$ cat src/yuv420_nearest_neighbor_downscaler_core_assert.svh
// Assertion macros for the YUV 4:2:0 downscaler RTL.
// Included by yuvds_walk, which carries the concurrent checks; no other dependencies.
`ifndef YUV420_NEAREST_NEIGHBOR_DOWNSCALER_CORE_ASSERT_SVH
`define YUV420_NEAREST_NEIGHBOR_DOWNSCALER_CORE_ASSERT_SVH
`ifndef SYNTH
// Check on every clock edge outside reset.
`define YUVDS_ASSERT(lbl, clk, rst, prop, msg) \
  lbl: assert property (@(posedge clk) disable iff (rst) prop) else $error(msg);
// Check on every clock edge, reset included.
`define YUVDS_ASSERT_ALWAYS(lbl, clk, prop, msg) \
  lbl: assert property (@(posedge clk) prop) else $error(msg);
`else
`define YUVDS_ASSERT(lbl, clk, rst, prop, msg)
`define YUVDS_ASSERT_ALWAYS(lbl, clk, prop, msg)
`endif
`endif

$ cat src/yuvds_pkg.sv
// Shared types, constants and size helpers for the YUV 4:2:0 downscaler.
// No dependencies.
`default_nettype none
package yuvds_pkg;

  localparam int CFG_W   = 13;
  localparam int PIX_W   = 8;
  localparam int PLANE_W = 2;
  localparam int IDX_W   = 3;
  localparam int ERR_W   = CFG_W + 3;
  localparam int DEF_MAX_DIMENSION = 4096;

  localparam logic [PLANE_W-1:0] PLANE_Y = 2'd0;
  localparam logic [PLANE_W-1:0] PLANE_U = 2'd1;
  localparam logic [PLANE_W-1:0] PLANE_V = 2'd2;

  localparam logic [IDX_W-1:0] REG_SRC_W = 3'd0;
  localparam logic [IDX_W-1:0] REG_SRC_H = 3'd1;
  localparam logic [IDX_W-1:0] REG_DST_W = 3'd2;
  localparam logic [IDX_W-1:0] REG_DST_H = 3'd3;

  localparam logic [CFG_W-1:0] RST_SRC_W = 13'd1920;
  localparam logic [CFG_W-1:0] RST_SRC_H = 13'd1080;
  localparam logic [CFG_W-1:0] RST_DST_W = 13'd720;
  localparam logic [CFG_W-1:0] RST_DST_H = 13'd480;

  typedef struct packed {
    logic [CFG_W-1:0] sw;
    logic [CFG_W-1:0] sh;
    logic [CFG_W-1:0] dw;
    logic [CFG_W-1:0] dh;
  } dims_t;

  typedef struct packed {
    dims_t luma;
    dims_t chroma;
    logic  restart;
  } cfg_ctl_t;

  typedef struct packed {
    logic [PIX_W-1:0]   pixel;
    logic [PLANE_W-1:0] plane;
    logic               line_end;
    logic               frame_end;
  } res_t;

  // Clamp to [2, hi] and clear bit 0.
  function automatic logic [CFG_W-1:0] clamp_even(input logic [CFG_W-1:0] v,
                                                  input logic [CFG_W:0] hi);
    logic [CFG_W:0] t;
    t = {1'b0, v};
    if (t < (CFG_W+1)'(2)) t = (CFG_W+1)'(2);
    if (t > hi) t = hi;
    return {t[CFG_W-1:1], 1'b0};
  endfunction

  function automatic dims_t luma_dims(input dims_t raw, input logic [CFG_W:0] hi);
    dims_t d;
    d.sw = clamp_even(raw.sw, hi);
    d.sh = clamp_even(raw.sh, hi);
    d.dw = clamp_even(raw.dw, {1'b0, d.sw});
    d.dh = clamp_even(raw.dh, {1'b0, d.sh});
    return d;
  endfunction

  function automatic dims_t half_dims(input dims_t d);
    dims_t h;
    h.sw = d.sw >> 1;
    h.sh = d.sh >> 1;
    h.dw = d.dw >> 1;
    h.dh = d.dh >> 1;
    return h;
  endfunction

endpackage
`default_nettype wire

$ cat src/yuv420_nearest_neighbor_downscaler_core.sv
// Top level of the YUV 4:2:0 nearest-neighbor downscaler.
// Depends on yuvds_pkg, yuvds_cfg, yuvds_walk and yuvds_outreg.
//
// Channel   Handshake                 Payload
// config    cfg_write                 cfg_index, cfg_data
// input     in_valid / in_ready       pixel_in, frame_start
// output    out_valid / out_ready     pixel_out, plane_out, line_end, frame_end
//
// One item per cycle sustained while the result register is free; a kept sample
// passes the input stage and then the result register to reach the outputs.
// The error-term update of the walk is combinational, which sets the rate.
// rst is synchronous and active high; sizes return to 1920x1080 -> 720x480.
// A size write restarts the stream at the Y plane origin; sizes pass the raw and
// effective-size registers. out_ready low holds the result and stalls the input.
`default_nettype none
module yuv420_nearest_neighbor_downscaler_core
  import yuvds_pkg::*;
#(
  parameter int MAX_DIMENSION = DEF_MAX_DIMENSION
) (
  input  wire logic               clk,
  input  wire logic               rst,
  input  wire logic               cfg_write,
  input  wire logic [IDX_W-1:0]   cfg_index,
  input  wire logic [CFG_W-1:0]   cfg_data,
  input  wire logic               in_valid,
  output logic                    in_ready,
  input  wire logic [PIX_W-1:0]   pixel_in,
  input  wire logic               frame_start,
  output logic                    out_valid,
  input  wire logic               out_ready,
  output logic [PIX_W-1:0]        pixel_out,
  output logic [PLANE_W-1:0]      plane_out,
  output logic                    line_end,
  output logic                    frame_end
);

  cfg_ctl_t ctl;
  res_t     res;
  res_t     res_q;
  logic     load;
  logic     out_free;

  yuvds_cfg #(
    .MAX_DIMENSION(MAX_DIMENSION)
  ) u_cfg (
    .clk      (clk),
    .rst      (rst),
    .cfg_write(cfg_write),
    .cfg_index(cfg_index),
    .cfg_data (cfg_data),
    .ctl      (ctl)
  );

  yuvds_walk #(
    .MAX_DIMENSION(MAX_DIMENSION)
  ) u_walk (
    .clk        (clk),
    .rst        (rst),
    .cfg        (ctl),
    .in_valid   (in_valid),
    .in_ready   (in_ready),
    .pixel_in   (pixel_in),
    .frame_start(frame_start),
    .out_free   (out_free),
    .load       (load),
    .res        (res)
  );

  yuvds_outreg u_outreg (
    .clk      (clk),
    .rst      (rst),
    .load     (load),
    .d        (res),
    .out_ready(out_ready),
    .out_valid(out_valid),
    .free     (out_free),
    .q        (res_q)
  );

  assign pixel_out = res_q.pixel;
  assign plane_out = res_q.plane;
  assign line_end  = res_q.line_end;
  assign frame_end = res_q.frame_end;

endmodule
`default_nettype wire

$ cat src/yuvds_cfg.sv
// Size registers of the downscaler and the registered effective plane sizes.
// Depends on yuvds_pkg.
`default_nettype none
module yuvds_cfg
  import yuvds_pkg::*;
#(
  parameter int MAX_DIMENSION = DEF_MAX_DIMENSION
) (
  input  wire logic             clk,
  input  wire logic             rst,
  input  wire logic             cfg_write,
  input  wire logic [IDX_W-1:0] cfg_index,
  input  wire logic [CFG_W-1:0] cfg_data,
  output cfg_ctl_t              ctl
);

  localparam logic [CFG_W:0] MaxHi = (CFG_W+1)'(MAX_DIMENSION);

  dims_t raw;
  dims_t luma;
  dims_t chroma;

  always_ff @(posedge clk) begin
    if (rst) begin
      raw.sw <= RST_SRC_W;
      raw.sh <= RST_SRC_H;
      raw.dw <= RST_DST_W;
      raw.dh <= RST_DST_H;
    end else if (cfg_write) begin
      case (cfg_index)
        REG_SRC_W: raw.sw <= cfg_data;
        REG_SRC_H: raw.sh <= cfg_data;
        REG_DST_W: raw.dw <= cfg_data;
        REG_DST_H: raw.dh <= cfg_data;
        default:   ;
      endcase
    end
  end

  // Effective sizes are registered from the raw registers, in the cycle after them.
  always_ff @(posedge clk) begin
    if (rst) begin
      luma   <= luma_dims({RST_SRC_W, RST_SRC_H, RST_DST_W, RST_DST_H}, MaxHi);
      chroma <= half_dims(luma_dims({RST_SRC_W, RST_SRC_H, RST_DST_W, RST_DST_H},
                                    MaxHi));
    end else begin
      luma   <= luma_dims(raw, MaxHi);
      chroma <= half_dims(luma_dims(raw, MaxHi));
    end
  end

  assign ctl.luma    = luma;
  assign ctl.chroma  = chroma;
  assign ctl.restart = cfg_write && (cfg_index <= REG_DST_H);

endmodule
`default_nettype wire

$ cat src/yuvds_walk.sv
// Input stage and raster walk: plane/row/column counters, error terms, keep decision.
// Depends on yuvds_pkg and the assertion macro header.
`default_nettype none
`include "yuv420_nearest_neighbor_downscaler_core_assert.svh"
module yuvds_walk
  import yuvds_pkg::*;
#(
  parameter int MAX_DIMENSION = DEF_MAX_DIMENSION
) (
  input  wire logic             clk,
  input  wire logic             rst,
  input  wire cfg_ctl_t         cfg,
  input  wire logic             in_valid,
  output logic                  in_ready,
  input  wire logic [PIX_W-1:0] pixel_in,
  input  wire logic             frame_start,
  input  wire logic             out_free,
  output logic                  load,
  output res_t                  res
);

  localparam int CNT_W = $clog2(MAX_DIMENSION);

  // input stage
  logic             in_v;
  logic [PIX_W-1:0] pix_q;
  logic             fs_q;
  logic             adv;
  logic             accept;

  // walk state
  logic                    pend;
  logic [PLANE_W-1:0]      plane;
  logic [CNT_W-1:0]        ccount;
  logic [CNT_W-1:0]        rcount;
  logic [CFG_W-1:0]        dcol;
  logic [CFG_W-1:0]        drow;
  logic signed [ERR_W-1:0] cerr;
  logic signed [ERR_W-1:0] rerr;
  logic                    kept;

  logic [PLANE_W-1:0]      plane_next;
  logic [CNT_W-1:0]        ccount_next;
  logic [CNT_W-1:0]        rcount_next;
  logic [CFG_W-1:0]        dcol_next;
  logic [CFG_W-1:0]        drow_next;
  logic signed [ERR_W-1:0] cerr_next;
  logic signed [ERR_W-1:0] rerr_next;
  logic                    kept_next;

  // effective values for the item in the input stage
  logic                    start;
  logic [PLANE_W-1:0]      pl;
  logic [PLANE_W-1:0]      pl_nx;
  logic [CNT_W-1:0]        cc;
  logic [CNT_W-1:0]        rc;
  logic [CFG_W-1:0]        dc;
  logic [CFG_W-1:0]        dr;
  logic signed [ERR_W-1:0] ce;
  logic signed [ERR_W-1:0] re;
  logic                    kp;
  dims_t                   cur;
  dims_t                   nxt;
  dims_t                   state_dims;
  logic signed [ERR_W-1:0] sw2;
  logic signed [ERR_W-1:0] sh2;
  logic signed [ERR_W-1:0] dw2;
  logic signed [ERR_W-1:0] dh2;
  logic signed [ERR_W-1:0] ce_step;
  logic signed [ERR_W-1:0] re_step;
  logic [CFG_W-1:0]        dr_step;
  logic                    emit;
  logic                    le;
  logic                    col_last;
  logic                    row_last;

  assign adv      = in_v && out_free;
  assign in_ready = !in_v || adv;
  assign accept   = in_valid && in_ready;

  always_comb begin
    start = pend || fs_q;
    pl    = start ? PLANE_Y : plane;
    cc    = start ? '0 : ccount;
    rc    = start ? '0 : rcount;
    dc    = start ? '0 : dcol;
    dr    = start ? '0 : drow;
    kp    = start ? 1'b1 : kept;
    ce    = start ? $signed(ERR_W'(cfg.luma.dw)) : cerr;
    re    = start ? $signed(ERR_W'(cfg.luma.dh)) : rerr;
    cur   = (pl == PLANE_Y) ? cfg.luma : cfg.chroma;
    pl_nx = (pl == PLANE_V) ? PLANE_Y : pl + PLANE_W'(1);
    nxt   = (pl_nx == PLANE_Y) ? cfg.luma : cfg.chroma;
    sw2   = $signed(ERR_W'({cur.sw, 1'b0}));
    sh2   = $signed(ERR_W'({cur.sh, 1'b0}));
    dw2   = $signed(ERR_W'({cur.dw, 1'b0}));
    dh2   = $signed(ERR_W'({cur.dh, 1'b0}));

    emit = kp && (dc < cur.dw) && !ce[ERR_W-1] && (ce < dw2);
    le   = ((CFG_W+1)'(dc) + (CFG_W+1)'(1)) >= {1'b0, cur.dw};
    col_last = ((CFG_W+1)'(cc) + (CFG_W+1)'(1)) >= {1'b0, cur.sw};
    row_last = ((CFG_W+1)'(rc) + (CFG_W+1)'(1)) >= {1'b0, cur.sh};

    ce_step = ce - dw2 + (emit ? sw2 : '0);
    re_step = re - dh2 + (kp ? sh2 : '0);
    dr_step = dr + CFG_W'(kp);

    res.pixel     = pix_q;
    res.plane     = pl;
    res.line_end  = le;
    res.frame_end = (pl == PLANE_V) && le &&
                    (((CFG_W+1)'(dr) + (CFG_W+1)'(1)) >= {1'b0, cur.dh});
    load = adv && emit;

    plane_next  = pl;
    ccount_next = cc + CNT_W'(1);
    rcount_next = rc;
    dcol_next   = dc + CFG_W'(emit);
    drow_next   = dr;
    cerr_next   = ce_step;
    rerr_next   = re;
    kept_next   = kp;
    if (col_last) begin
      ccount_next = '0;
      dcol_next   = '0;
      cerr_next   = $signed(ERR_W'(cur.dw));
      if (row_last) begin
        // Plane done: move to the next plane origin, wrapping after V.
        plane_next  = pl_nx;
        rcount_next = '0;
        drow_next   = '0;
        cerr_next   = $signed(ERR_W'(nxt.dw));
        rerr_next   = $signed(ERR_W'(nxt.dh));
        kept_next   = 1'b1;
      end else begin
        rcount_next = rc + CNT_W'(1);
        drow_next   = dr_step;
        rerr_next   = re_step;
        kept_next   = (dr_step < cur.dh) && !re_step[ERR_W-1] &&
                      (re_step < dh2);
      end
    end
  end

  always_ff @(posedge clk) begin
    if (rst) begin
      in_v <= 1'b0;
    end else if (accept) begin
      in_v <= 1'b1;
    end else if (adv) begin
      in_v <= 1'b0;
    end
  end

  always_ff @(posedge clk) begin
    if (accept) begin
      pix_q <= pixel_in;
      fs_q  <= frame_start;
    end
  end

  always_ff @(posedge clk) begin
    if (rst || cfg.restart) begin
      // Error terms load from the sizes when the next item is worked.
      pend   <= 1'b1;
      plane  <= PLANE_Y;
      ccount <= '0;
      rcount <= '0;
      dcol   <= '0;
      drow   <= '0;
      kept   <= 1'b1;
    end else if (adv) begin
      pend   <= 1'b0;
      plane  <= plane_next;
      ccount <= ccount_next;
      rcount <= rcount_next;
      dcol   <= dcol_next;
      drow   <= drow_next;
      kept   <= kept_next;
    end
  end

  always_ff @(posedge clk) begin
    if (adv) begin
      cerr <= cerr_next;
      rerr <= rerr_next;
    end
  end

  assign state_dims = (plane == PLANE_Y) ? cfg.luma : cfg.chroma;

  `YUVDS_ASSERT(a_col_range, clk, rst, (CFG_W+1)'(ccount) < {1'b0, state_dims.sw}, "column count past source width")
  `YUVDS_ASSERT(a_row_range, clk, rst, (CFG_W+1)'(rcount) < {1'b0, state_dims.sh}, "row count past source height")
  `YUVDS_ASSERT(a_dcol_range, clk, rst, dcol <= state_dims.dw, "destination column past target width")
  `YUVDS_ASSERT(a_plane_wrap, clk, rst, adv && pl == PLANE_V && col_last && row_last |=> plane == PLANE_Y && rcount == '0, "no wrap to luma after V plane")
  `YUVDS_ASSERT_ALWAYS(a_rst_restart, clk, rst |=> pend, "reset did not arm a stream restart")

endmodule
`default_nettype wire

$ cat src/yuvds_outreg.sv
// Result register of the downscaler: holds one kept sample until it is taken.
// Depends on yuvds_pkg.
`default_nettype none
module yuvds_outreg
  import yuvds_pkg::*;
(
  input  wire logic clk,
  input  wire logic rst,
  input  wire logic load,
  input  wire res_t d,
  input  wire logic out_ready,
  output logic      out_valid,
  output logic      free,
  output res_t      q
);

  assign free = !out_valid || out_ready;

  always_ff @(posedge clk) begin
    if (rst) begin
      out_valid <= 1'b0;
    end else if (free) begin
      out_valid <= load;
    end
  end

  always_ff @(posedge clk) begin
    if (free && load) begin
      q <= d;
    end
  end

endmodule
`default_nettype wire
$ cat config.mk
export PLATFORM = sky130hd
export DESIGN_NAME = yuv420_nearest_neighbor_downscaler_core
export DESIGN_NICKNAME = d
export VERILOG_FILES = /design/src/yuvds_pkg.sv /design/src/yuv420_nearest_neighbor_downscaler_core.sv /design/src/yuvds_cfg.sv /design/src/yuvds_walk.sv /design/src/yuvds_outreg.sv
export VERILOG_INCLUDE_DIRS = /design/src /design/src/src
export SDC_FILE = /design/constraint.sdc
export NUM_CORES = 1
export LEC_CHECK = 0
export BUFFER_PORTS_ARGS = -buffer_cell sky130_fd_sc_hd__buf_2
export CORE_UTILIZATION = 64
export CTS_CLUSTER_SIZE = 14
export DETAILED_ROUTE_END_ITERATION = 6
export PLACE_DENSITY = 0.79
export SETUP_SLACK_MARGIN = 0.4
export SLEW_MARGIN = 30
export SYNTH_ARGS = -nofsm -noshare
export SYNTH_HDL_FRONTEND = slang
export SYNTH_SLANG_ARGS = --single-unit
$ cat constraint.sdc
create_clock -name clk -period 7.4 [get_ports clk]
set_input_delay 0.37 -clock clk [delete_from_list [all_inputs] [get_ports clk]]
set_output_delay 0.37 -clock clk [all_outputs]
set_load 0.005 [all_outputs]
* After elaboration in Yosys (flattened, before gate mapping)
Cells that the tools add are included. Widths: inputs -> output; s select.
Word-level totals: logic and storage cells 134, bits in registers 213, output and inout bits 14, input bits 30
Cells by class: multiplexer cells 43, add/sub/neg operators 13, eq/ne operators 4, reductions and logical operators 28, $lt $le $gt $ge 17
Operators by type and width (count):
- $mux 13 | 16
- $mux 14 | 6
- $mux 16 | 5
- $mux 12 | 5
- $ge 14x13->1 | 4
- $lt 13x2->1 const B | 4
- $mux 52 | 1
- $add 16x16->16 | 2
- $lt 16x15->1 | 2
- $sub 16x14->16 | 2
- $add 13x1->14 const B | 2
- $gt 14x13->1 | 2
- $gt 14x13->1 const B | 2
- $add 12x1->13 const B | 2
- $add 13x1->13 | 2
- $lt 13x13->1 | 2
- $mux 26 | 1
- $add 12x1->12 const B | 2
- $logic_and 1x1->1 | 12
- $mux 2 | 4
- $reduce_and 2->1 | 4
- $eq 3x2->1 const B | 2
- $mux 1 | 5
- $logic_not 1->1 | 4
- 8 further kinds | 12

* Logic depth before layout (Yosys ltp)
depth after elaboration 11, mapped depth 31, mapped depth without buffers 23

* Hierarchy
A second synthesis with hierarchy kept.
Second synthesis, totals: cells, all modules 1891, area, all modules 15683.8 um^2
Modules (own cells, without submodules):
- yuvds_walk | seq. area each 2272.2 um^2, instances 1, area each 10560.1 um^2, cells each 1308
- yuvds_cfg | seq. area each 2001.9 um^2, instances 1, area each 4708.3 um^2, cells each 566
- yuvds_outreg | seq. area each 380.4 um^2, instances 1, area each 415.4 um^2, cells each 17

* Worst setup path before layout
OpenSTA, ideal clock, no wires.
kind register to register, start point reg u_walk.fs_q, end point reg u_walk.cerr[15], data pin, clock period less this slack 6126 ps, data required time 7136 ps, path slack 1274 ps, stages on the path, launching flop included 30, data arrival time 5862 ps, path buffers 8, cells stage by stage edfxtp_1 nor2_2 buf_6 buf_4 buf_4 buf_2 buf_2 buf_2 clkbuf_1 and2_1 ha_1 and3_1 a311o_1 a221o_1 o311ai_1 o211ai_2 buf_6 nor2_4 xor2_1 ha_1 a21o_1 ha_1 nor2b_1 o31ai_1 nand2_1 a221o_1 a31oi_1 o21ai_0 xor2_1 nor2_1
Between the ends: word-level cells in the longest chain between the ends 11
RTL lines:
- start, declared | RTL line yuvds_walk.sv:27 | logic fs_q;
- start signal, assigned | RTL line yuvds_walk.sv:158 | fs_q <= frame_start;
- $logic_or 1x1->1 (*) | RTL line yuvds_walk.sv:82 | start = pend || fs_q;
- $mux 2 | RTL line yuvds_walk.sv:83 | pl = start ? PLANE_Y : plane;
- $logic_not 2->1 | RTL line yuvds_walk.sv:91 | cur = (pl == PLANE_Y) ? cfg.luma : cfg.chroma;
- $mux 52 | RTL line yuvds_walk.sv:91
- $lt 13x13->1 | RTL line yuvds_walk.sv:99 | emit = kp && (dc < cur.dw) && !ce[ERR_W-1] && (ce < dw2);
- $logic_and 1x1->1 (3 in a row) | RTL line yuvds_walk.sv:99
- $mux 14 | RTL line yuvds_walk.sv:104 | ce_step = ce - dw2 + (emit ? sw2 : '0);
- $add 16x16->16 | RTL line yuvds_walk.sv:104
- $mux 16 (*) | RTL line yuvds_walk.sv:123 | if (col_last) begin
- end signal, assigned | RTL line yuvds_walk.sv:185 | cerr <= cerr_next;
- end, declared | RTL line yuvds_walk.sv:38 | logic signed [ERR_W-1:0] cerr;
Mark *: on every way between the ends. The rest lies on a longest branch, timed or not. A chain may end at the register's enable or synchronous reset.

* Final worst setup path
Ends and elaborated chain as after synthesis.

==> flow_metrics.env <==
export IMPL_fp_dieH_um=156
export IMPL_placedInstanceArea_um2=15400
export IMPL_dr_total_vias=13600
export IMPL_cell_area_synth_um2=15100
export IMPL_maxCapViolCount=0
export IMPL_final_setup_viol_count=0
export IMPL_hold_viol_final=0
export IMPL_yosysSeqAreaShare_pct=30.8
export IMPL_hold_buffer_count_at_cts=0
export IMPL_pin_count_of_the_biggest_net_entering_global_routing=69
export IMPL_post_synth_top_area_cell="dfxtp_1"
export IMPL_synthDominantCellAreaShare_pct=20.7
export IMPL_numCtsBuffers=24
export IMPL_setup_total_negative_slack_ns=0
export IMPL_grt_pass1_vias=12700
export IMPL_power_density_nw_per_um2=195
export IMPL_worstSetupPathType="reg -> reg"
export IMPL_worst_slew_pin_transition_ns=0.878
export IMPL_wire_per_inst_um=18.7
export IMPL_cts_root_buffer="clkbuf_16"
export IMPL_detail_route_wirelength_mm=40.4
export IMPL_detailedRoute_firstPassIterationCount=6
export IMPL_design_die_area_um2=24200
export IMPL_timing_critical_path_required_ns=7.66
export IMPL_core_area_um2=22900
export IMPL_layout_drive_gt1_share_pct=8.64
export IMPL_overall_global_routing_usage_pct=33.7
export IMPL_global_route_overflow_total=0
export IMPL_drc=0
export IMPL_setup_worst_path_end_class="flop"
export IMPL_final_design_area_no_fill_um2=16300
export IMPL_post_synth_num_cell_types=84
export IMPL_nets=2026
export IMPL_drtIter0Drc=1270
export IMPL_post_synth_main_area_contributors="dfxtp_1 (21%), ha_1 (13%), edfxtp_1 (10%)"
export IMPL_rsz0062_at_grt="false"
export IMPL_io_pin_count=44
export IMPL_drt_via_density=6.32
export IMPL_cts_setup_buffers=0
export IMPL_hold_path_class="in -> reg"
export IMPL_synth_enable_flop_cells=51
export IMPL_half_perimeter_wire_length_after_detailed_placement_mm=29.5
export IMPL_yosys_warnings=0
export IMPL_grt_pass1_wl_mm=65.4
export IMPL_slew_headroom_pct=41.4
export IMPL_clock_latency_ns=0.53
export IMPL_worst_endpoint_arrival_ns=6.95
export IMPL_status="finished clean"
export IMPL_synthToLayoutAreaGrowth_pct=7.74
export IMPL_floorplan_initialDensity_pct=65.9
export IMPL_period_minus_slack_ns=6.69
export IMPL_ys_flop_type="dfxtp_1"
export IMPL_port_buffers=43
export IMPL_finalHoldWorstSlack_ns=0.0189
export IMPL_ys_seq_elements=207
export IMPL_fraction_of_the_cycle_the_final_worst_path_needs_pct=90.5
export IMPL_floorplan_rows=55
export IMPL_worstPathMaxFanout=25
export IMPL_clkSinkCount=207
export IMPL_total_leakage_power_nw=6.86
export IMPL_ir_worst_vdd_uv=217
export IMPL_level_count_of_the_clock_h_tree=1
export IMPL_setup_worst_path_start_class="flop"
export IMPL_clockBufferDepth=3
export IMPL_grt_antenna_before_repair=0
export IMPL_worst_setup_hold_path_clk_slew_ns=0.06
export IMPL_final_setup_skew_ns=0.0147
export IMPL_max_clock_freq_mhz=149
export IMPL_cts_tree="yes"
export IMPL_place_congestion=0.951
export IMPL_ant_nets=0
export IMPL_syn_area_per_cell_um2=8.15
export IMPL_synthArstFlopShare_pct=0
export IMPL_finalMaxSlewViolations=0
export IMPL_netlist_instances=1853
export IMPL_antenna_cells_inserted=0
export IMPL_synth_net_count=2056
export IMPL_die_w_um=156
-- routing by layer --
| metal | vias to the layer above | share of wire, % | track usage, % |
|---|---|---|---|
| met5 | - | 0 | 0 |
| met1 | 6380 | 43 | 44.8 |
| li1 | 6522 | - | - |
| met2 | 585 | 45 | 54.0 |
| met3 | 125 | 7.9 | 5.19 |
| met4 | 0 | 4.6 | 15.8 |
-- critical path: stages, from the launching register on --
cell and delay, ns:
edfxtp_1 0.42, nor2_4 0.48, nand2_4 0.28, mux2_2 0.38, inv_1 0.16, ha_1 0.28, and3_1 0.18, a311o_1 0.34
a221o_1 0.27, o311ai_1 0.36, o211ai_2 0.45, nor2_1 0.30, xnor2_1 0.15, ha_1 0.25, ha_1 0.35, nor2b_1 0.17
o31ai_1 0.41, nand2_1 0.16, a221o_1 0.35, a31oi_1 0.32, o21ai_0 0.17, xor2_1 0.15, nor2_1 0.05
-- cell usage in the layout (no fill, tap or decap), drive strengths merged, types with 15 or more instances in the layout --
master  instances
a31oi          15
xnor2          43
fa             21
nand2         293
nor2          139
buf            63
a21o           27
or2            24
o211ai         22
inv            69
dfxtp         156
clkbuf         35
a22oi          17
nand4          21
nor4           15
nand3         120
o21ai          84
mux2i          57
nor3           27
xor2           43
and3           22
and2           26
edfxtp         51
ha            152
a21oi         128
-- path summary, 6_finish.rpt --
path / endpoint / from / slack [ns] / depth (start not counted)
setup / recovery: u_walk.cerr[15] / u_walk.fs_q / 0.71 / 22
hold / removal: u_walk.pix_q[0] / pixel_in[0] / 0.02 / 1
setup reg to reg: u_walk.cerr[15] / u_walk.fs_q / 0.71 / 22
hold reg to reg: u_outreg.q[5] / u_walk.pix_q[1] / 0.42 / 0
-- cell type report --
cell class              count  area [um2]
inverters                  70         263
multi-input cells        1457        9730
clock inverters             9         144
well taps                 313         392
fillers                  1826        6640
flip-flops and latches    207        4650
repair buffers             63         365
clock buffers              35         724
-- Yosys cell counts (8+ instances only) --
cell      number
a21o_1        27
a21oi_1      126
a22oi_1       17
a31o_2         9
a31oi_1       15
and2_1        26
and3_1        22
buf_1         10
buf_2         13
clkbuf_1      91
dfxtp_1      156
edfxtp_1      51
fa_1          21
ha_1         152
inv_1         66
mux2i_1       57
nand2_1      292
nand2b_1      12
nand3_1      119
nand4_1       21
nor2_1       133
nor2b_1       13
nor3_1        27
nor4_1        15
o211ai_1      21
o21a_1        13
o21ai_0       82
o221ai_1       8
o31ai_1       14
or2_2         20
or3_1          9
xnor2_1       43
xor2_1        43
-- metrics by stage --
| step | worst slack, ns | std cells | total power, mW | util [%] |
|---|---|---|---|---|
| floorplan | 1.27 | 1853 | 1.74 | - |
| global placement | 1.05 | 2110 | 1.87 | 67.2 |
| detailed placement | 0.815 | 2110 | 1.89 | 67.2 |
| CTS | 0.799 | 2154 | 3.18 | 71.0 |
| global route | 0.404 | 2154 | 3.31 | 71.0 |
| finish | 0.706 | 2154 | 3.17 | 71.0 |
-- state kept, by name, summed over array words and instances, names as in the netlist --
register and count:
u_cfg.raw 52, u_cfg.ctl 48, u_walk.cerr 15, u_walk.rerr 15
u_walk.dcol 13, u_walk.drow 13, u_outreg.q 12, u_walk.ccount 12
u_walk.rcount 12, u_walk.pix_q 8, u_walk.plane 2, u_outreg.out_valid 1
u_walk.fs_q 1, u_walk.in_v 1, u_walk.kept 1, u_walk.pend 1
-- kinds of logic (layout without fill, tap and decap cells) --
logic type      Yosys count  in the layout  synth area share (%)
mux                      63             63                  4.25
buf+inv                 189            177                  4.98
simple gates            741            741                  22.9
compound gates          390            390                  16.4
flops                   207            207                  30.8
fa+ha+maj               177            177                  15.6
xor+xnor                 86             86                  4.99
-- where the power goes --
group / internal [mW] / switching [mW]
registers: 1.22 / 0.0334
logic: 0.261 / 0.372
clock network: 0.790 / 0.495
-- repair_timing --
| item | CTS | global route |
|---|---|---|
| hold endpoints to repair | 0 | 0 |
| gates resized for setup | 0 | 1 |
| setup endpoints to repair | 0 | 1 |
(Power assumes the default switching activity.)
